--- src/rtl/flc_pkg.sv ---
// ----------------------------------------------------------------------------
// Flow linearization package
// Shared widths, codes and payload types of the flow linearization block.
// ----------------------------------------------------------------------------
package flc_pkg;

   localparam int ADC_BITS      = 12;
   localparam int IDX_BITS      = ADC_BITS - 2;
   localparam int TINDEX_BITS   = 10;
   localparam int FLOW_BITS     = 16;
   localparam int COUNT_BITS    = 8;
   localparam int FSUM_BITS     = 24;
   localparam int WSUM_BITS     = 20;
   localparam int DIV_BITS      = 24;
   localparam int DCNT_BITS     = $clog2(DIV_BITS);
   localparam int CSR_ADDR_BITS = 3;
   localparam int CSR_DATA_BITS = 32;

   localparam logic [DCNT_BITS-1:0] DIV_LAST = DCNT_BITS'(DIV_BITS - 1);

   localparam logic [1:0] OP_SAMPLE  = 2'd0;
   localparam logic [1:0] OP_WRITE_X = 2'd1;
   localparam logic [1:0] OP_WRITE_Y = 2'd2;

   localparam logic REG_SAMPLE_COUNT = 1'b0;
   localparam logic REG_STREAMING    = 1'b1;

   localparam logic signed [FLOW_BITS-1:0] FLOW_MAX = 16'sh7FFF;
   localparam logic signed [FLOW_BITS-1:0] FLOW_MIN = 16'sh8000;

   typedef struct packed {
      logic [1:0]                  op;
      logic [ADC_BITS-1:0]         raw_flow_x;
      logic [ADC_BITS-1:0]         raw_flow_y;
      logic [ADC_BITS-1:0]         adc_work_x;
      logic [ADC_BITS-1:0]         adc_work_y;
      logic [TINDEX_BITS-1:0]      table_index;
      logic signed [FLOW_BITS-1:0] table_value;
   } req_type;

   typedef struct packed {
      logic signed [FLOW_BITS-1:0] flow_x_avg;
      logic signed [FLOW_BITS-1:0] flow_y_avg;
      logic [ADC_BITS-1:0]         work_x_avg;
      logic [ADC_BITS-1:0]         work_y_avg;
      logic signed [FLOW_BITS-1:0] flow_x_min;
      logic signed [FLOW_BITS-1:0] flow_x_max;
      logic signed [FLOW_BITS-1:0] flow_y_min;
      logic signed [FLOW_BITS-1:0] flow_y_max;
   } rsp_type;

   typedef struct packed {
      logic [COUNT_BITS-1:0] sample_count;
      logic                  streaming;
      logic                  rearm;
   } cfg_type;

   typedef struct packed {
      logic clr_en;
      logic take;
      logic exec;
      logic accum;
      logic div_init;
      logic div_step;
      logic emit;
   } cmd_type;

   typedef struct packed {
      logic       clr_last;
      logic [1:0] op;
      logic       left_gt1;
   } status_type;

endpackage

--- src/rtl/flc_csr.sv ---
// ----------------------------------------------------------------------------
// Flow linearization register port
// Holds the sample count and mode registers and signals a re-arm on writes.
// ----------------------------------------------------------------------------
module flc_csr import flc_pkg::*; (
   input  logic                     clock,
   input  logic                     reset,
   input  logic                     csr_psel,
   input  logic                     csr_penable,
   input  logic                     csr_pwrite,
   input  logic [CSR_ADDR_BITS-1:0] csr_paddr,
   input  logic [CSR_DATA_BITS-1:0] csr_pwdata,
   output logic [CSR_DATA_BITS-1:0] csr_prdata,
   output logic                     csr_pready,
   output cfg_type                  cfg
);

   logic [COUNT_BITS-1:0] count_ff, count_in;
   logic                  stream_ff, stream_in;
   logic                  rearm_ff, rearm_in;
   logic                  wr;

   assign wr = csr_psel && csr_penable && csr_pwrite && csr_pready;

   always_comb begin
      count_in  = count_ff;
      stream_in = stream_ff;
      rearm_in  = wr;
      if (wr) begin
         if (csr_paddr[2] == REG_SAMPLE_COUNT) begin
            count_in = (csr_pwdata[COUNT_BITS-1:0] == '0) ?
                       COUNT_BITS'(1) : csr_pwdata[COUNT_BITS-1:0];
         end else begin
            stream_in = csr_pwdata[0];
         end
      end
   end

   always_ff @(posedge clock) begin
      if (reset) begin
         count_ff  <= COUNT_BITS'(1);
         stream_ff <= 1'b0;
         rearm_ff  <= 1'b0;
      end else begin
         count_ff  <= count_in;
         stream_ff <= stream_in;
         rearm_ff  <= rearm_in;
      end
   end

   assign csr_pready = 1'b1;
   assign csr_prdata = (csr_paddr[2] == REG_STREAMING) ?
                       CSR_DATA_BITS'(stream_ff) : CSR_DATA_BITS'(count_ff);

   assign cfg.sample_count = count_ff;
   assign cfg.streaming    = stream_ff;
   assign cfg.rearm        = rearm_ff;

endmodule

--- config.mk ---
export PLATFORM = sky130hd
export DESIGN_NAME = flc_csr
export DESIGN_NICKNAME = d
export VERILOG_FILES = /design/src/rtl/flc_pkg.sv /design/src/rtl/flc_csr.sv
export SDC_FILE = /design/constraint.sdc
export NUM_CORES = 1
export LEC_CHECK = 0
export BUFFER_PORTS_ARGS = -buffer_cell sky130_fd_sc_hd__buf_2
export CAP_MARGIN = 0
export CORE_ASPECT_RATIO = 0.6
export CORE_MARGIN = 2
export CORE_UTILIZATION = 32
export DETAILED_ROUTE_END_ITERATION = 10
export PLACE_DENSITY = 0.78
export SLEW_MARGIN = 15
export SYNTH_ARGS = -nofsm -noshare
export SYNTH_HDL_FRONTEND = slang
export SYNTH_SLANG_ARGS = --single-unit
--- constraint.sdc ---
create_clock -name clock -period 1 [get_ports clock]
set_clock_uncertainty 0.1 [all_clocks]
set_input_delay 0.05 -clock clock [delete_from_list [all_inputs] [get_ports clock]]
set_output_delay 0.05 -clock clock [all_outputs]
set_load 0.01 [all_outputs]
# Yosys cells after proc, flatten, opt, wreduce, memory -nomap -nowiden
# Cells that the tools add are included.
[word_totals]
out_inout_bits = 43
word_cells = 11
ff_bits = 10
[op_classes]
n_reduce_logical = 5
bitwise = 1
n_mux = 2
[op_table]
columns = ["op", "count"]
rows = [
  ["2-to-1 mux 8 bit", 2],
  ["logical NOT 8 bit", 1],
  ["AND reduction 2 bit", 2],
  ["logical AND 1 bit", 2],
  ["inverter 1 bit", 1],
]

# Depth between registers and ports, before layout
# Gate-level depths: netlist (run 1).
[depth]
word_depth = 3
mapped_depth = 4

# Worst setup path before layout (run 1)
# Ideal clock, no wire load.
[synth_path]
path_kind = "input to register"
start = "input port csr_paddr[2]"
end = "register count_ff[0]"
n_path_buf = 1
setup_ns = 0.120
path_slack_ns = 0.148
path_stages = 4
t_required_ns = 0.780
arrival_ns = 0.632
cell_sequence = "clkbuf_2 nand4b_4 nor3_1 a21oi_1"
[synth_via]
elab_chain_cells = 2
[synth_rtl]
columns = ["item", "line", "rtl"]
rows = [
  ["start, declared", "flc_csr.sv:11", "input logic [CSR_ADDR_BITS-1:0] csr_paddr,"],
  ["inverter 1 bit (no source line)", "n/a", ""],
  ["AND reduction 2 bit (no source line)", "n/a", ""],
  ["end signal, assigned", "flc_csr.sv:45", "count_ff <= count_in;"],
  ["end, declared", "flc_csr.sv:18", "logic [COUNT_BITS-1:0] count_ff, count_in;"],
]
# No other way between the ends.
# A chain may end at the register's enable or synchronous reset.

# Worst setup path in the final report (run 1)
[layout_path]
start = "register count_ff[0]"
end = "output port csr_prdata[0]"
[layout_via]
elab_chain_cells = 1
[layout_rtl]
columns = ["item", "line", "rtl"]
rows = [
  ["2-to-1 mux 8 bit", "flc_csr.sv:52", "assign csr_prdata = (csr_paddr[2] == REG_STREAMING) ?"],
  ["end, declared", "flc_csr.sv:13", "output logic [CSR_DATA_BITS-1:0] csr_prdata,"],
]
# No other way between the ends.

==> results of run 1 <==
what timing repair did:
item / CTS / global route
gates resized for setup: 14 / 16
pin swaps: 0 / 3
setup buffers: 7 / 1
endpoints found under the setup margin: 8 / 13
endpoints found under the hold margin: 10 / 4
hold buffers: 9 / 1
state kept, by name, summed over array words and instances, names as in the netlist:
name and count:
count_ff 8, rearm_ff 1, stream_ff 1
worst max-delay path: stages, from the launching register on:
cell and delay [ns]:
dfxtp_2 0.32, mux2_4 0.27, buf_6 0.12
power breakdown:
part / switching, W / internal [W] / total [W]
Sequential: 0.00000569 / 0.000408 / 0.000414
Combinational: 0.000127 / 0.000104 / 0.000232
Clock: 0.000152 / 0.000221 / 0.000374
final timing paths:
check,cells after the start,start,end
max reg2reg,3,count_ff[0]$_SDFFE_PP1P_,count_ff[0]$_SDFFE_PP1P_
min,3,csr_pwdata[5],count_ff[5]$_SDFFE_PP0P_
max,2,count_ff[0]$_SDFFE_PP1P_,csr_prdata[0]
min reg2reg,2,stream_ff$_SDFFE_PP0P_,stream_ff$_SDFFE_PP0P_
layer usage:
layer	part of all wire [%]	vias to the layer above	routed length (µm)	track usage, %
li1	-	323	-	-
met1	39	320	741	14.6
met2	55	23	1060	30.7
met3	5.8	0	111	5.90
met4	0	0	0	3.19
met5	0	-	0	0
kinds of logic (layout without fill, tap and decap cells):
logic type	after synthesis	count (layout)	synth area share, %
AOI/OAI and AO/OA	8	8	9.48
other	2	25	1.07
buffers and inverters	30	59	32.9
muxes	2	2	3.04
and+or+nand+nor	32	32	24.9
DFF	10	10	28.6
synthesized netlist by cell type, drive strengths merged:
cell    instances  area share [%]
mux2i           1             1.4
nor2b           7             6.3
nand4           1            0.90
nand2          15             8.0
nor4            1            0.90
nand4b          1             3.4
nor2            2             1.1
nand3           1            0.71
nor3            3             2.1
buf            29              32
a21oi           8             9.5
clkbuf          1            0.71
mux2            1             1.6
dfxtp          10              29
and4b           1             1.4
conb            2             1.1
layout make-up:
class	count	area share [%]
tap	30	3.44
timing repair buffer	55	37.5
multi-input combinational	67	36.4
sequential	10	19.4
clock buffer	4	3.33
per-stage QoR:
stage	worst slack (ns)	total power [W]	cell area, µm²	TNS, ns	cells
after CTS	-0.137	0.00101	1020	-0.334	165
after global routing	-0.157	0.00107	1090	-0.675	166
after floorplan	0.148	0.000592	786	0	107
after global placement	0.0603	0.000584	801	0	145
after detailed placement	0.0369	0.000590	801	0	145
final	-0.132	0.00102	1090	-0.250	166
==> results.py, run 1 <==
metrics = {
    "layout": {
        "fillCellCount": 214,
        "multi_input_area_um2": 397,
        "drive_gt1_share_pct": 55.9,
        "syn_to_final_growth_pct": 56.0,
        "seqCellArea_um2": 211,
        "antennaDiodeCount": 0,
        "nets": 177,
        "layout_common_cells": "conb_1, buf_2, nand2_1",
        "utilization_pct": 51.6,
    },
    "global_routing": {
        "grt_max_degree": 12,
        "grt_use_total_pct": 14.8,
        "grt_pass1_wl_um": 2730,
        "grt_pass1_vias": 610,
        "grt.overflow.total": 0,
        "antenna_found_initial": 0,
    },
    "power": {
        "ir_drop_uv": 767,
        "p_leak_nw": 0.543,
        "p_per_area_nw_per_um2": 934,
    },
    "clock_network": {
        "clk_path_buf_depth": 2,
        "numClockSinks": 10,
        "cts_tree": "yes",
        "root_buffer": "clkbuf_4",
        "cts.clk_slew.worst_paths_ns": 0.07,
        "clkLatencyLatePin_ns": 0.27,
        "htreeDepth": 1,
        "cts_inserted_buffers": 3,
    },
    "routing": {
        "viasPerCell": 4.01,
        "drt_iter0_markers": 3,
        "post_drt_wl_per_cell_um": 11.5,
        "antenna_left": 0,
        "wirelength_um": 1910,
        "dr_total_vias": 666,
        "drc": 0,
        "detail_route.first_pass.iterations": 4,
    },
    "worst_setup_path": {
        "crit_arrival_ns": 0.98,
        "end_kind": "primary output",
        "crit_type": "reg -> out",
        "cp_max_fo": 2,
        "r2r_setup_slack_ns": 0.07,
        "startpoint_type": "register",
        "worstPathRequired_ns": 0.85,
    },
    "timing": {
        "finalSetupViolations": 6,
        "worst_slack_ns": -0.132,
        "hold_viol_final": 3,
        "hold-worst-slack_ns": -0.0400,
        "drv_slew": 0,
        "grt_setup_unrepaired": "true",
        "max_freq_ghz": 0.883,
        "post-route-period-util_pct": 113,
        "period_needed_ns": 1.13,
    },
    "floorplanning": {
        "start_util_pct": 33.1,
        "die_height_um": 40.2,
        "die_x_um": 64.4,
        "row_count": 13,
        "die_area_um2": 2590,
        "coreArea_um2": 2110,
        "io_pins": 83,
    },
    "synthesis": {
        "syn_area_per_cell_um2": 8.33,
        "synth_cell_types": 18,
        "mappedNetlistArea_um2": 699,
        "synthCells": 84,
        "synth.ff_latch_count": 10,
        "seq_area_frac_synth_pct": 28.6,
        "yosys_warnings": 0,
    },
    "placed_design": {
        "routabilityCongestion": 0.700,
        "io_buffers": 31,
        "dpl.hpwl_um": 1350,
    },
    "run_status": {
        "violations": "hold timing, setup timing",
        "outcome": "complete, but fails checks",
    },
    "min_path": {
        "min_path_type": "in -> reg",
    },
    "flow_run": {
        "maxCapViolations": 0,
    },
}
Power figures use the tool's default switching activity.
==> inputs of run 2 (changes only) <==
Settings changed: CORE_UTILIZATION 32 to 30, PLACE_DENSITY 0.78 to 0.74.
==> run 2 against run 1 <==
The run still ends with hold timing, setup timing left. Count of clock-buffer cells in the layout decreased by 1. Critical path depth unchanged. Global-route usage decreased by 3.1 points. Die area increased by 6.1%. Routed wire length decreased by 14%. Final cell count decreased by 5.4%. Sequential power about the same. Largest power group unchanged. Sequential cell count unchanged.
==> results.py, run 2 (same netlist as run 1, synthesis figures left out) <==
metrics = {
    "timing": {
        "hold_viol_final": 1,
        "drv_slew": 0,
        "finalSetupViolations": 2,
        "max_freq_ghz": 0.926,
        "final.setup.tns_ns": -0.108,
        "grt_setup_unrepaired": "true",
        "worst_slack_ns": -0.0802,
        "post-route-period-util_pct": 108,
        "hold-worst-slack_ns": -0.00427,
        "period_needed_ns": 1.08,
    },
    "layout": {
        "fin_area_um2": 992,
        "largest_reg_flops": 8,
        "antennaDiodeCount": 0,
        "syn_to_final_growth_pct": 41.9,
        "reg.largest.list": "count_ff (8), rearm_ff (1), stream_ff (1)",
        "final_common_cell": "buf_2",
        "nets": 169,
        "layout_common_cells": "buf_2, conb_1, nand2_1",
        "top_register": "count_ff",
        "drive_gt1_share_pct": 48.8,
        "fillCellCount": 214,
    },
    "worst_setup_path": {
        "crit_arrival_ns": 0.93,
        "end_kind": "primary output",
        "worstPathRequired_ns": 0.85,
        "crit_type": "reg -> out",
        "crit_buf_inv": 1,
        "cp_slowest_stage_delay_ns": 0.31,
        "startpoint_type": "register",
        "path_depth": 2,
        "path_delay_family": "flip-flops",
        "crit_chain": "mux2_4 > buf_6",
        "crit_slowest_cell": "dfxtp_2",
        "ff2ff_path_depth": 3,
        "r2r_setup_slack_ns": 0.12,
        "cp_max_fo": 2,
    },
    "clock_network": {
        "root_buffer": "clkbuf_8",
        "htreeDepth": 1,
        "clk_path_buf_depth": 2,
        "numClockSinks": 10,
        "cts_tree": "yes",
        "cts.clk_slew.worst_paths_ns": 0.04,
        "clkLatencyLatePin_ns": 0.23,
        "cts_inserted_buffers": 3,
    },
    "flow_run": {
        "maxCapViolations": 0,
    },
    "power": {
        "p_per_area_nw_per_um2": 1040,
        "finalPower_w": 0.00103,
        "p_sw_share_pct": 26.2,
        "combPwrFrac_pct": 19.9,
        "pwr-share-seq_pct": 40.3,
        "p_leak_nw": 0.492,
        "clockPowerShare_pct": 39.8,
        "ir_drop_uv": 405,
        "switching_power_w": 0.000269,
        "power.internal_w": 0.000760,
    },
    "routing": {
        "viasPerCell": 4.10,
        "antenna_left": 0,
        "drc": 0,
        "post_drt_wl_per_cell_um": 10.5,
        "wirelength_um": 1650,
        "dr_total_vias": 644,
        "detail_route.first_pass.iterations": 4,
        "drt_iter0_markers": 16,
    },
    "global_routing": {
        "grt_pass1_vias": 544,
        "grt_pass1_wl_um": 2370,
        "grt_max_degree": 12,
        "grt_use_total_pct": 11.7,
        "grt.overflow.total": 0,
        "antenna_found_initial": 0,
    },
    "floorplanning": {
        "die_area_um2": 2750,
        "die_x_um": 66.3,
        "row_count": 13,
        "die_height_um": 41.4,
        "coreArea_um2": 2180,
        "start_util_pct": 32.1,
        "io_pins": 83,
    },
    "placed_design": {
        "io_buffers": 31,
        "dpl.hpwl_um": 1160,
        "routabilityCongestion": 0.720,
        "postPlaceCellArea_um2": 763,
    },
    "run_status": {
        "violations": "hold timing, setup timing",
        "outcome": "complete, but fails checks",
    },
    "min_path": {
        "hold_path_depth": 4,
        "min_path_type": "in -> reg",
    },
}
-- run 2: cell types whose count changed in the layout (fill, tap and decap cells not counted), sizes merged --
cell / delta
buf: -10
dlygate4sd3: +2
clkbuf: -1
-- run 2: power groups by stage --
stage	registers [W]	clock network (W)	logic, W
2_1_floorplan	0.000424	0	0.000169
3_3_place_gp	0.000421	0	0.000150
3_5_place_dp	0.000421	0	0.000154
4_1_cts	0.000414	0.000423	0.000185
5_1_grt	0.000415	0.000455	0.000223
6_report	0.000415	0.000410	0.000205
-- run 2: timing repair --
action | CTS | global route
hold endpoints to repair | 10 | 1
pin swaps | 0 | 1
hold buffers | 8 | 1
setup endpoints to repair | 5 | 7
buffers inserted | 1 | 4
gates resized for setup | 8 | 8
-- run 2: worst paths after layout --
kind / from / endpoint
min reg2reg: count_ff[1]$_SDFFE_PP0P_ / count_ff[1]$_SDFFE_PP0P_
min: csr_pwdata[6] / count_ff[0]$_SDFFE_PP1P_
max reg2reg: count_ff[0]$_SDFFE_PP1P_ / count_ff[0]$_SDFFE_PP1P_
max: count_ff[0]$_SDFFE_PP1P_ / csr_prdata[0]
-- run 2: worst min-delay path, stage by stage --
cell	delay, ns
buf_2	0.08
nor4_1	0.04
nand2_1	0.06
a21oi_1	0.05
-- run 2: cell type report --
cell class / count / area [µm²] / share of cell area [%]
clock buffer: 3 / 41.3 / 4.16
multi-input combinational: 67 / 387 / 39.0
sequential: 10 / 210 / 21.2
tap: 30 / 37.5 / 3.78
timing repair buffer: 47 / 317 / 31.9
-- run 2: per-stage QoR --
stage / std cells / setup slack (ns) / util [%]
5_1_grt: 157 / -0.107 / 45.5
6_report: 157 / -0.0802 / 45.5
3_5_place_dp: 140 / -0.0263 / 35.0
2_1_floorplan: 107 / 0.148 / -
4_1_cts: 152 / -0.0795 / 41.7
3_3_place_gp: 140 / 0.00829 / 35.0
-- run 2: layer usage --
layer / track usage (%) / part of all wire, % / vias up
li1: - / - / 310
met1: 11.7 / 38 / 300
met2: 20.2 / 49 / 30
met3: 6.23 / 11 / 4
met4: 4.90 / 1.3 / 0
met5: 0 / 0 / -
