## src/rtl/flc_pkg.sv

```systemverilog
// ----------------------------------------------------------------------------
// Flow linearization package
// Shared widths, codes and payload types of the flow linearization block.
// ----------------------------------------------------------------------------
package flc_pkg;

   localparam int ADC_BITS      = 12;
   localparam int IDX_BITS      = ADC_BITS - 2;
   localparam int TINDEX_BITS   = 10;
   localparam int FLOW_BITS     = 16;
   localparam int COUNT_BITS    = 8;
   localparam int FSUM_BITS     = 24;
   localparam int WSUM_BITS     = 20;
   localparam int DIV_BITS      = 24;
   localparam int DCNT_BITS     = $clog2(DIV_BITS);
   localparam int CSR_ADDR_BITS = 3;
   localparam int CSR_DATA_BITS = 32;

   localparam logic [DCNT_BITS-1:0] DIV_LAST = DCNT_BITS'(DIV_BITS - 1);

   localparam logic [1:0] OP_SAMPLE  = 2'd0;
   localparam logic [1:0] OP_WRITE_X = 2'd1;
   localparam logic [1:0] OP_WRITE_Y = 2'd2;

   localparam logic REG_SAMPLE_COUNT = 1'b0;
   localparam logic REG_STREAMING    = 1'b1;

   localparam logic signed [FLOW_BITS-1:0] FLOW_MAX = 16'sh7FFF;
   localparam logic signed [FLOW_BITS-1:0] FLOW_MIN = 16'sh8000;

   typedef struct packed {
      logic [1:0]                  op;
      logic [ADC_BITS-1:0]         raw_flow_x;
      logic [ADC_BITS-1:0]         raw_flow_y;
      logic [ADC_BITS-1:0]         adc_work_x;
      logic [ADC_BITS-1:0]         adc_work_y;
      logic [TINDEX_BITS-1:0]      table_index;
      logic signed [FLOW_BITS-1:0] table_value;
   } req_type;

   typedef struct packed {
      logic signed [FLOW_BITS-1:0] flow_x_avg;
      logic signed [FLOW_BITS-1:0] flow_y_avg;
      logic [ADC_BITS-1:0]         work_x_avg;
      logic [ADC_BITS-1:0]         work_y_avg;
      logic signed [FLOW_BITS-1:0] flow_x_min;
      logic signed [FLOW_BITS-1:0] flow_x_max;
      logic signed [FLOW_BITS-1:0] flow_y_min;
      logic signed [FLOW_BITS-1:0] flow_y_max;
   } rsp_type;

   typedef struct packed {
      logic [COUNT_BITS-1:0] sample_count;
      logic                  streaming;
      logic                  rearm;
   } cfg_type;

   typedef struct packed {
      logic clr_en;
      logic take;
      logic exec;
      logic accum;
      logic div_init;
      logic div_step;
      logic emit;
   } cmd_type;

   typedef struct packed {
      logic       clr_last;
      logic [1:0] op;
      logic       left_gt1;
   } status_type;

endpackage

```

## src/rtl/flc_ctrl.sv

```systemverilog
// ----------------------------------------------------------------------------
// Flow linearization controller
// Sequences table clearing, lookup, accumulation, division and result output.
// ----------------------------------------------------------------------------
module flc_ctrl import flc_pkg::*; (
   input  logic       clock,
   input  logic       reset,
   input  logic       req_valid,
   output logic       req_stall,
   output logic       rsp_valid,
   input  logic       rsp_stall,
   input  cfg_type    cfg,
   input  status_type status,
   output cmd_type    cmd
);

   typedef enum logic [6:0] {
      S_CLEAR = 7'b0000001,
      S_IDLE  = 7'b0000010,
      S_EXEC  = 7'b0000100,
      S_ACCUM = 7'b0001000,
      S_DINIT = 7'b0010000,
      S_DIV   = 7'b0100000,
      S_EMIT  = 7'b1000000
   } state_type;

   state_type             state_ff, state_in;
   logic [DCNT_BITS-1:0]  cnt_ff, cnt_in;
   logic                  rsp_valid_ff, rsp_valid_in;
   logic                  out_free;

   assign out_free = !rsp_valid_ff || !rsp_stall;

   always_comb begin
      state_in = state_ff;
      cnt_in   = cnt_ff;
      cmd      = '0;
      case (state_ff)
         S_CLEAR: begin
            cmd.clr_en = 1'b1;
            if (status.clr_last) state_in = S_IDLE;
         end
         S_IDLE: begin
            if (req_valid) begin
               cmd.take = 1'b1;
               state_in = S_EXEC;
            end
         end
         S_EXEC: begin
            cmd.exec = 1'b1;
            state_in = (status.op == OP_SAMPLE) ? S_ACCUM : S_IDLE;
         end
         S_ACCUM: begin
            cmd.accum = 1'b1;
            if (cfg.streaming) state_in = S_EMIT;
            else if (status.left_gt1) state_in = S_IDLE;
            else state_in = S_DINIT;
         end
         S_DINIT: begin
            cmd.div_init = 1'b1;
            cnt_in       = '0;
            state_in     = S_DIV;
         end
         S_DIV: begin
            cmd.div_step = 1'b1;
            cnt_in       = cnt_ff + 1'b1;
            if (cnt_ff == DIV_LAST) state_in = S_EMIT;
         end
         S_EMIT: begin
            if (out_free) begin
               cmd.emit = 1'b1;
               state_in = S_IDLE;
            end
         end
         default: state_in = S_IDLE;
      endcase
      rsp_valid_in = cmd.emit || (rsp_valid_ff && rsp_stall);
   end

   always_ff @(posedge clock) begin
      if (reset) begin
         state_ff     <= S_CLEAR;
         cnt_ff       <= '0;
         rsp_valid_ff <= 1'b0;
      end else begin
         state_ff     <= state_in;
         cnt_ff       <= cnt_in;
         rsp_valid_ff <= rsp_valid_in;
      end
   end

   assign req_stall = (state_ff != S_IDLE);
   assign rsp_valid = rsp_valid_ff;

   a_emit_shows: assert property (@(posedge clock) disable iff (reset)
      (state_ff == S_EMIT && !rsp_stall) |=> rsp_valid_ff)
      else $error("A result ready for a free output was not presented.");

   a_div_ends: assert property (@(posedge clock) disable iff (reset)
      (state_ff == S_DIV && cnt_ff == DIV_LAST) |=> (state_ff == S_EMIT))
      else $error("The division did not end after the last step.");

endmodule

```

## config.mk

```make
export PLATFORM = sky130hd
export DESIGN_NAME = flc_ctrl
export DESIGN_NICKNAME = d
export VERILOG_FILES = /design/src/rtl/flc_pkg.sv /design/src/rtl/flc_ctrl.sv
export SDC_FILE = /design/constraint.sdc
export NUM_CORES = 1
export LEC_CHECK = 0
export BUFFER_PORTS_ARGS = -buffer_cell sky130_fd_sc_hd__buf_4
export CAP_MARGIN = 20
export CORE_MARGIN = 1.5
export CORE_UTILIZATION = 35
export DETAILED_ROUTE_END_ITERATION = 10
export MAX_ROUTING_LAYER = met4
export PLACE_DENSITY = 0.61
export SYNTH_ARGS = -nofsm -noshare
export SYNTH_HDL_FRONTEND = slang
export SYNTH_SLANG_ARGS = --single-unit
```

## constraint.sdc

```tcl
create_clock -name clock -period 5.1 [get_ports clock]
set_clock_uncertainty 0.15 [all_clocks]
set_input_delay 0.255 -clock clock [delete_from_list [all_inputs] [get_ports clock]]
set_output_delay 0.255 -clock clock [all_outputs]
set_load 0.02 [all_outputs]
```

## After elaboration in Yosys (flattened, before gate mapping)

Index checks and enable logic that the tools add are counted.

| cells by class | value |
|---|---|
| add/subtract/negate cells | 1 |
| equal/unequal tests | 13 |
| muxes and demuxes | 18 |
| reductions and logical operators | 8 |

Operator list:

| kind | number |
|---|---|
| $pmux 7 s7 | 1 |
| $mux 7 | 5 |
| $pmux 5 s2 | 1 |
| $mux 1 | 9 |
| $ne 2x2->1 const B | 4 |
| $eq 7x1->1 const B | 1 |
| $eq 7x2->1 const B | 1 |
| $eq 7x3->1 const B | 1 |
| $eq 7x4->1 const B | 1 |
| $eq 7x5->1 const B | 1 |
| $eq 7x6->1 const B | 1 |
| $eq 7x7->1 const B | 1 |
| $ne 7x2->1 const B | 1 |
| $add 5x1->5 const B | 1 |
| $eq 5x5->1 const B | 1 |
| $mux 5 | 1 |
| $mux 4 | 1 |
| $reduce_and 4->1 | 1 |
| $logic_not 1->1 | 2 |
| $logic_not 2->1 | 1 |
| $logic_or 1x1->1 | 2 |
| $reduce_bool 2->1 | 1 |
| $logic_and 1x1->1 | 1 |

| storage, ports and cells | value |
|---|---|
| register bits after elaboration | 13 |
| bits of input ports | 18 |
| output and inout bits | 9 |

## Longest topological paths before layout

Gate-level depths: netlist of run 1.

| depth | value |
|---|---|
| word-level depth | 5 |
| gate-level depth with buffers | 6 |

## Least setup slack after synthesis of run 1

Ideal clock, no wire load.

| path | value |
|---|---|
| path kind | register to register |
| from | register state_ff[1] |
| to | register state_ff[0] |
| arrival | 1.681 ns |
| data required time | 4.890 ns |
| slack | 3.209 ns |
| cell stages (with the launch flop) | 4 |
| period minus slack after synthesis | 1.891 ns |
| cell sequence | dfxtp_1 > or3_1 > nor4_1 > a21o_1 |

| on the way | value |
|---|---|
| cells in the longest elaborated chain, start to end | 3 |
| elaborated cells between the ends (all ways) | 13 |
| those cells by class | eq/ne: 11; mux: 1; reduce/logical: 1 |

Ends and longest elaborated chain:

| item | line | text |
|---|---|---|
| from (decl) | flc_ctrl.sv:27 | `state_type state_ff, state_in;` |
| from (signal assigned) | flc_ctrl.sv:86 | `state_ff <= state_in;` |
| $eq 7x6->1, or another cell as far along | flc_ctrl.sv:38 | `case (state_ff)` |
| $ne 2x2->1 (no source line) | -- |  |
| $reduce_and 4->1 (no source line) | -- |  |

Several ways; a longest one is shown, not always the timed one.
A chain may end at the register's enable or synchronous reset.

==> reports/summary.txt, run 1 <==
TritonCTS clock tree: yes
RSZ-0062 raised after global routing: false
Count of final setup violators: 0
Peak supply drop: 0.138 mV
Finished Layout Cells: 146
PostCTS Resize Cnt: 0
Slowest-stage cell, CP: dfxtp_1
Synth Warn #: 0
Peak Freq: 458 MHz
CP Data Required Time: 4.70 ns
Cells after Synth: 100
Final hold vios: 0
Setup TNS: 0 ns
Main synth FF type: dfxtp_1
Placed cell areas: 950 um^2
Drt total wl: 1.89 mm
ANT cells: 0
Post-synthesis cell type count: 40
Largest net degree at the start of global routing: 21
Post-synth top area share: 0.320
# clock sinks: 13
Worst hold path class: input port to flip-flop
Max-cap viol count: 0
Setup slack, reg-to-reg: 3.02 ns
#FFs+latches synth: 13
Area growth from synthesis to layout: 22.3%
Slew headroom: 0.559
Syn Std Cell Area: 815 um^2
Grt ovf: 0
Reg clk slew, reported paths: 0.08 ns
Avg WL per Cell: 12.9 um
Overall Power: 0.206 mW
Multi-input logic area: 512 um^2
Worst path cell trace: nor3_2 > nand2_1 > nor3b_2 > buf_4
Yosys top cell by area: dfxtp_1
Post-synth ARST share: 0
Post-synthesis sequential area ratio: 0.320
Worst path bufs/invs: 1
Clock Path Buffers: 2
Critical Path AT: 1.78 ns
Status: finished clean
DR vias: 809
Placed insts: 140
Syn Nets: 119
Reg-to-reg critical path startpoint: state_ff[4]
Max stage delay on crit path: 0.39 ns
Total power per unit cell area: 207 nW/um^2
Max Slew Vio Count: 0
Top post-synthesis cells by area: dfxtp_1, nor2_1, a21oi_1, nand3_1, a2111oi_4
Post-route design area: 996 um^2
Initial antenna violation count: 0
Die Ht: 51.2 um
CTS Buf Count: 3
Rows: 17
H-tree depth: 1
Post-CTS Setup Bufs: 0
Capture point of the worst path: cmd[1]
Nets: 138
Port Buffers: 17
Die ar.: 2630 um^2
Vias in the first global route: 727
DIE WIDTH: 51.2 um
Most frequent cells in the layout: buf_4, dfxtp_1, nor2_1
Critical Path Start Type: flip-flop
Starting utilization of the core area: 0.368
Syn avg cell area: 8.15 um^2
Period utilization: 0.428
Most common cell after layout, fill and taps aside: buf_4
Critical-path maximum fanout: 8
Final ANT Viol Nets: 0
DR pass1 iterations: 4
Layout cells sized above 1: 0.220
DRT iter0 DRCs: 19
Worst r2r path cells: 4
I/O pin total: 27
# fillers: 245
Core area: 2210 um^2
Cell count along the critical path: 4
Gpl congestion: 0.875
Clock Tree Root: clkbuf_4
R2R Path End: state_ff[4]
Via/cell ratio: 5.54
Crit Path Class: flip-flop to primary output
Post-DP HPWL: 1.35 mm
Actual slew at the worst max-slew pin: 0.661 ns
Delay-heaviest family, CP: simple AND/OR/NAND/NOR gates
Leak Pwr: 0.389 nW
Gr usage total: 0.169
First-pass GRT wire length: 3.27 mm
Post-layout min period: 2.19 ns
Clk Latency, worst-skew pair: 0.28 ns
Setup crit start: state_ff[6]
DRC Markers: 0
Register area: 260 um^2
EDFF count, synth: 0
CP endpoint kind: primary output
worst reg2reg max path, stage by stage (launching register included):
cell and delay, ns:
dfxtp_1 0.75, nor2_1 0.19, and3_1 0.21, nor4b_1 0.14, dlygate4sd3_1 0.54
cell usage after synthesis, types with 2 or more instances:
| cell type | instances |
|---|---|
| nand3_1 | 7 |
| nor4b_1 | 3 |
| a31oi_1 | 2 |
| a41oi_1 | 2 |
| a21oi_1 | 7 |
| nor4_1 | 3 |
| nor2_1 | 11 |
| clkbuf_1 | 3 |
| a21o_1 | 2 |
| nand2_1 | 6 |
| or3_1 | 2 |
| nand2b_1 | 2 |
| a2bb2oi_1 | 2 |
| nor3b_1 | 2 |
| nor3_1 | 2 |
| inv_1 | 4 |
| dfxtp_1 | 13 |
| o21ai_0 | 5 |
how the worst min path moves through the flow:
| stage | startpoint | endpoint | slack, ns | cells past startpoint |
|---|---|---|---|---|
| 5_1_grt | req_valid | state_ff[1] | 0.06 | 2 |
| 4_1_cts | req_valid | state_ff[1] | 0.03 | 2 |
| 2_1_floorplan | reset | state_ff[3] | 0.18 | 1 |
| 6_report | req_valid | state_ff[1] | 0.03 | 2 |
| 3_5_place_dp | status[0] | state_ff[4] | 0.28 | 2 |
| 3_3_place_gp | status[0] | state_ff[4] | 0.28 | 2 |
registers in the layout, indices dropped and copies added (netlist names):
name and cells:
rsp_valid 1, cnt_ff 5, state_ff 7
layout make-up:
class / instances / area share
clock buffer: 4 / 0.0264
inverter: 4 / 0.0151
multi-input combinational: 78 / 0.514
sequential: 13 / 0.261
tap: 28 / 0.0352
timing repair buffer: 19 / 0.148
repair_timing:
| item | 4_1_cts | 5_1_grt |
|---|---|---|
| endpoints found under the hold margin | 1 | 0 |
| endpoints found under the setup margin | 0 | 0 |
| hold buffers | 2 | 0 |
through the flow:
step | setup WS, ns | utilization | hold WS, ns
after floorplan | 3.21 | - | 0.181
after global placement | 3.16 | 0.429 | 0.284
after detailed placement | 3.13 | 0.429 | 0.284
after CTS | 2.89 | 0.450 | 0.0263
after global routing | 2.71 | 0.450 | 0.0580
final | 2.91 | 0.450 | 0.0341
layer usage:
metal	vias to the layer above	routed length [um]	GRT usage
met4	0	13	0.0263
met1	379	906	0.220
met3	2	90	0.0614
met2	18	877	0.258
met5	-	0	-
li1	410	-	-
report_power, final:
part | switching, mW | leakage (nW) | internal [mW]
Clock | 0.0353 | 0.0150 | 0.0304
Combinational | 0.0175 | 0.269 | 0.0162
Sequential | 0.00368 | 0.105 | 0.103
Total | 0.0565 | 0.389 | 0.150
logic make-up after synthesis:
| group | after synthesis | share of synthesized area |
|---|---|---|
| AND/OR/NAND/NOR | 50 | 0.366 |
| AO/OA/AOI/OAI | 25 | 0.223 |
| flip-flops | 13 | 0.320 |
| buffers and inverters | 9 | 0.0522 |
| XOR/XNOR | 1 | 0.0108 |
| multiplexers | 1 | 0.0138 |
| adder cells (fa/ha/maj) | 1 | 0.0154 |
No activity file was read; power rests on OpenSTA's default activity.
==> run 2: changes to the inputs <==
Settings changed: ABC_AREA set to 1.
Clock period 5.1 ns to 2.1 ns, I/O delays scaled along.
==> reports/summary.txt, run 2 <==
Status: finished clean
Critical Path AT: 1.85 ns
Peak supply drop: 0.317 mV
CTS Buf Count: 3
Max stage delay on crit path: 0.56 ns
Initial antenna violation count: 0
Pre-CTS WS: 0.677 ns
DR vias: 748
Most common cell after layout, fill and taps aside: nand2_1
Syn Std Cell Area: 779 um^2
Area growth from synthesis to layout: 33.9%
Final hold vios: 0
Avg WL per Cell: 9.64 um
#FFs+latches synth: 13
Yosys top cell by area: dfxtp_1
Peak Freq: 551 MHz
Max reg flops: 7
Syn Nets: 133
ANT cells: 0
Leak Pwr: 0.501 nW
Post-synth top cells: nand2_1, inv_1, dfxtp_1, nor2_1, a21oi_1
Post-DP HPWL: 1.23 mm
Reg clk slew, reported paths: 0.08 ns
Worst r2r path cells: 7
Die Ht: 50.2 um
DRT iter0 DRCs: 6
Delay-heaviest family, CP: buffers and inverters
Worst path bufs/invs: 3
Largest Register: state_ff
RSZ-0062 raised after global routing: false
DRC Markers: 0
Cell count along the critical path: 5
# fillers: 218
Syn avg cell area: 6.84 um^2
Most frequent cells in the layout: nand2_1, inv_1, buf_4
Most frequent CP cell: dlygate4sd3_1
Max Slew Vio Count: 0
Post-synthesis sequential area ratio: 0.334
CP Data Required Time: 2.14 ns
Synth Warn #: 0
I/O pin total: 27
Final ANT Viol Nets: 0
Grt ovf: 0
Max-cap viol count: 0
Top post-synthesis cells by area: dfxtp_1, nand2_1, inv_1, nor2_4, nor2_1
Vias in the first global route: 749
Final critical-path setup slack: 0.284 ns
Capture point of the worst path: state_ff[3]
TritonCTS clock tree: yes
Clock Tree Root: clkbuf_4
Largest net degree at the start of global routing: 12
Main synth FF type: dfxtp_1
Crit Path Class: input port to flip-flop
Nets: 162
# clock sinks: 13
Clk Latency, worst-skew pair: 0.27 ns
Total power per unit cell area: 473 nW/um^2
Setup slack, reg-to-reg: 0.34 ns
Gr usage total: 0.154
Post-layout min period: 1.82 ns
Placed cell areas: 937 um^2
Count leader, synth: nand2_1
Post-CTS Setup Bufs: 0
Count of final setup violators: 0
Port Buffers: 17
R2R Path End: state_ff[4]
Post-synth ARST share: 0
Post-synth top area share: 0.334
Setup crit start: status[1]
Critical Path Start Type: input port
Actual slew at the worst max-slew pin: 0.220 ns
Slowest-stage cell, CP: dlygate4sd3_1
DR pass1 iterations: 4
Clock Path Buffers: 2
Overall Power: 0.493 mW
Setup TNS: 0 ns
Die ar.: 2520 um^2
Drt total wl: 1.63 mm
Period utilization: 0.865
Worst path cell trace: dlygate4sd3_1 > buf_4 > or2_2 > dlygate4sd3_1 > nor4_1
Core area: 2020 um^2
EDFF count, synth: 0
Critical-path maximum fanout: 2
Via/cell ratio: 4.43
H-tree depth: 1
Reg-to-reg critical path startpoint: state_ff[3]
CP endpoint kind: flip-flop
Layout cells sized above 1: 0.282
Worst hold path class: input port to flip-flop
Post-route design area: 1040 um^2
Starting utilization of the core area: 0.386
DIE WIDTH: 50.2 um
Rows: 16
First-pass GRT wire length: 2.85 mm
Slew headroom: 0.852
Cells after Synth: 114
Gpl congestion: 0.762
Post-synthesis cell type count: 22
==> run 2: cell count changes after synthesis, sizes merged, moves of 3 or more <==
cell    delta
nand2     +26
inv       +16
nor2      +10
nand2b     -3
nor3b      -3
nor4b      -3
o21ai      -3
==> run 2: cell type report <==
class | count | area (um^2) | share of cell area
tap | 27 | 33.8 | 0.0324
inverter | 20 | 75.1 | 0.0719
sequential | 13 | 260 | 0.249
clock buffer | 4 | 26.3 | 0.0252
multi-input combinational | 80 | 440 | 0.422
timing repair buffer | 25 | 208 | 0.199
==> run 2: worst min path at each step <==
| stage | from | slack [ns] | cells past startpoint | endpoint |
|---|---|---|---|---|
| 3_3_place_gp | status[0] | 0.13 | 2 | state_ff[4] |
| 3_5_place_dp | status[0] | 0.13 | 2 | state_ff[4] |
| 6_report | cfg[1] | 0.07 | 5 | state_ff[6] |
| 2_1_floorplan | cfg[1] | 0.03 | 1 | state_ff[4] |
| 4_1_cts | cfg[1] | 0.07 | 5 | state_ff[6] |
| 5_1_grt | cfg[1] | 0.11 | 5 | state_ff[6] |
==> run 2: cells by family (layout without fill, tap and decap cells) <==
| kind of cell | Yosys count | in the layout | share of synthesized area |
|---|---|---|---|
| buf+inv | 21 | 49 | 0.101 |
| xor+xnor | 1 | 1 | 0.0112 |
| compound gates | 11 | 11 | 0.0754 |
| simple gates | 67 | 67 | 0.462 |
| fa+ha+maj | 1 | 1 | 0.0160 |
| flops | 13 | 13 | 0.334 |
==> run 2: worst reg2reg max path, delay by kind of cell, from the launching register on <==
| kind | cells | cell delay [ns] |
|---|---|---|
| flip-flops | 1 | 0.41 |
| AND/OR/NAND/NOR | 4 | 0.46 |
| buffers and inverters | 3 | 0.68 |
==> run 2: routing by layer <==
metal	global-route usage	wire, um
met2	0.259	770
met5	-	0
met3	0.0595	87
met4	0.0509	15
met1	0.165	754
==> run 2: through the flow <==
step                hold slack, ns   util  instances
finish                      0.0702  0.516        169
global route                 0.114  0.516        169
floorplan                   0.0303      -        114
detailed placement           0.131  0.463        157
CTS                         0.0675  0.516        169
global placement             0.130  0.463        157
==> run 2: timing repair <==
action                    CTS  global route
resized for setup           0             0
hold buffers                8             0
hold endpoints to repair   11             0
==> run 2: power by group <==
part / internal [mW] / switching [mW] / leakage [nW]
Sequential: 0.251 / 0.00545 / 0.105
Clock: 0.0736 / 0.0809 / 0.0150
Combinational: 0.0392 / 0.0433 / 0.381
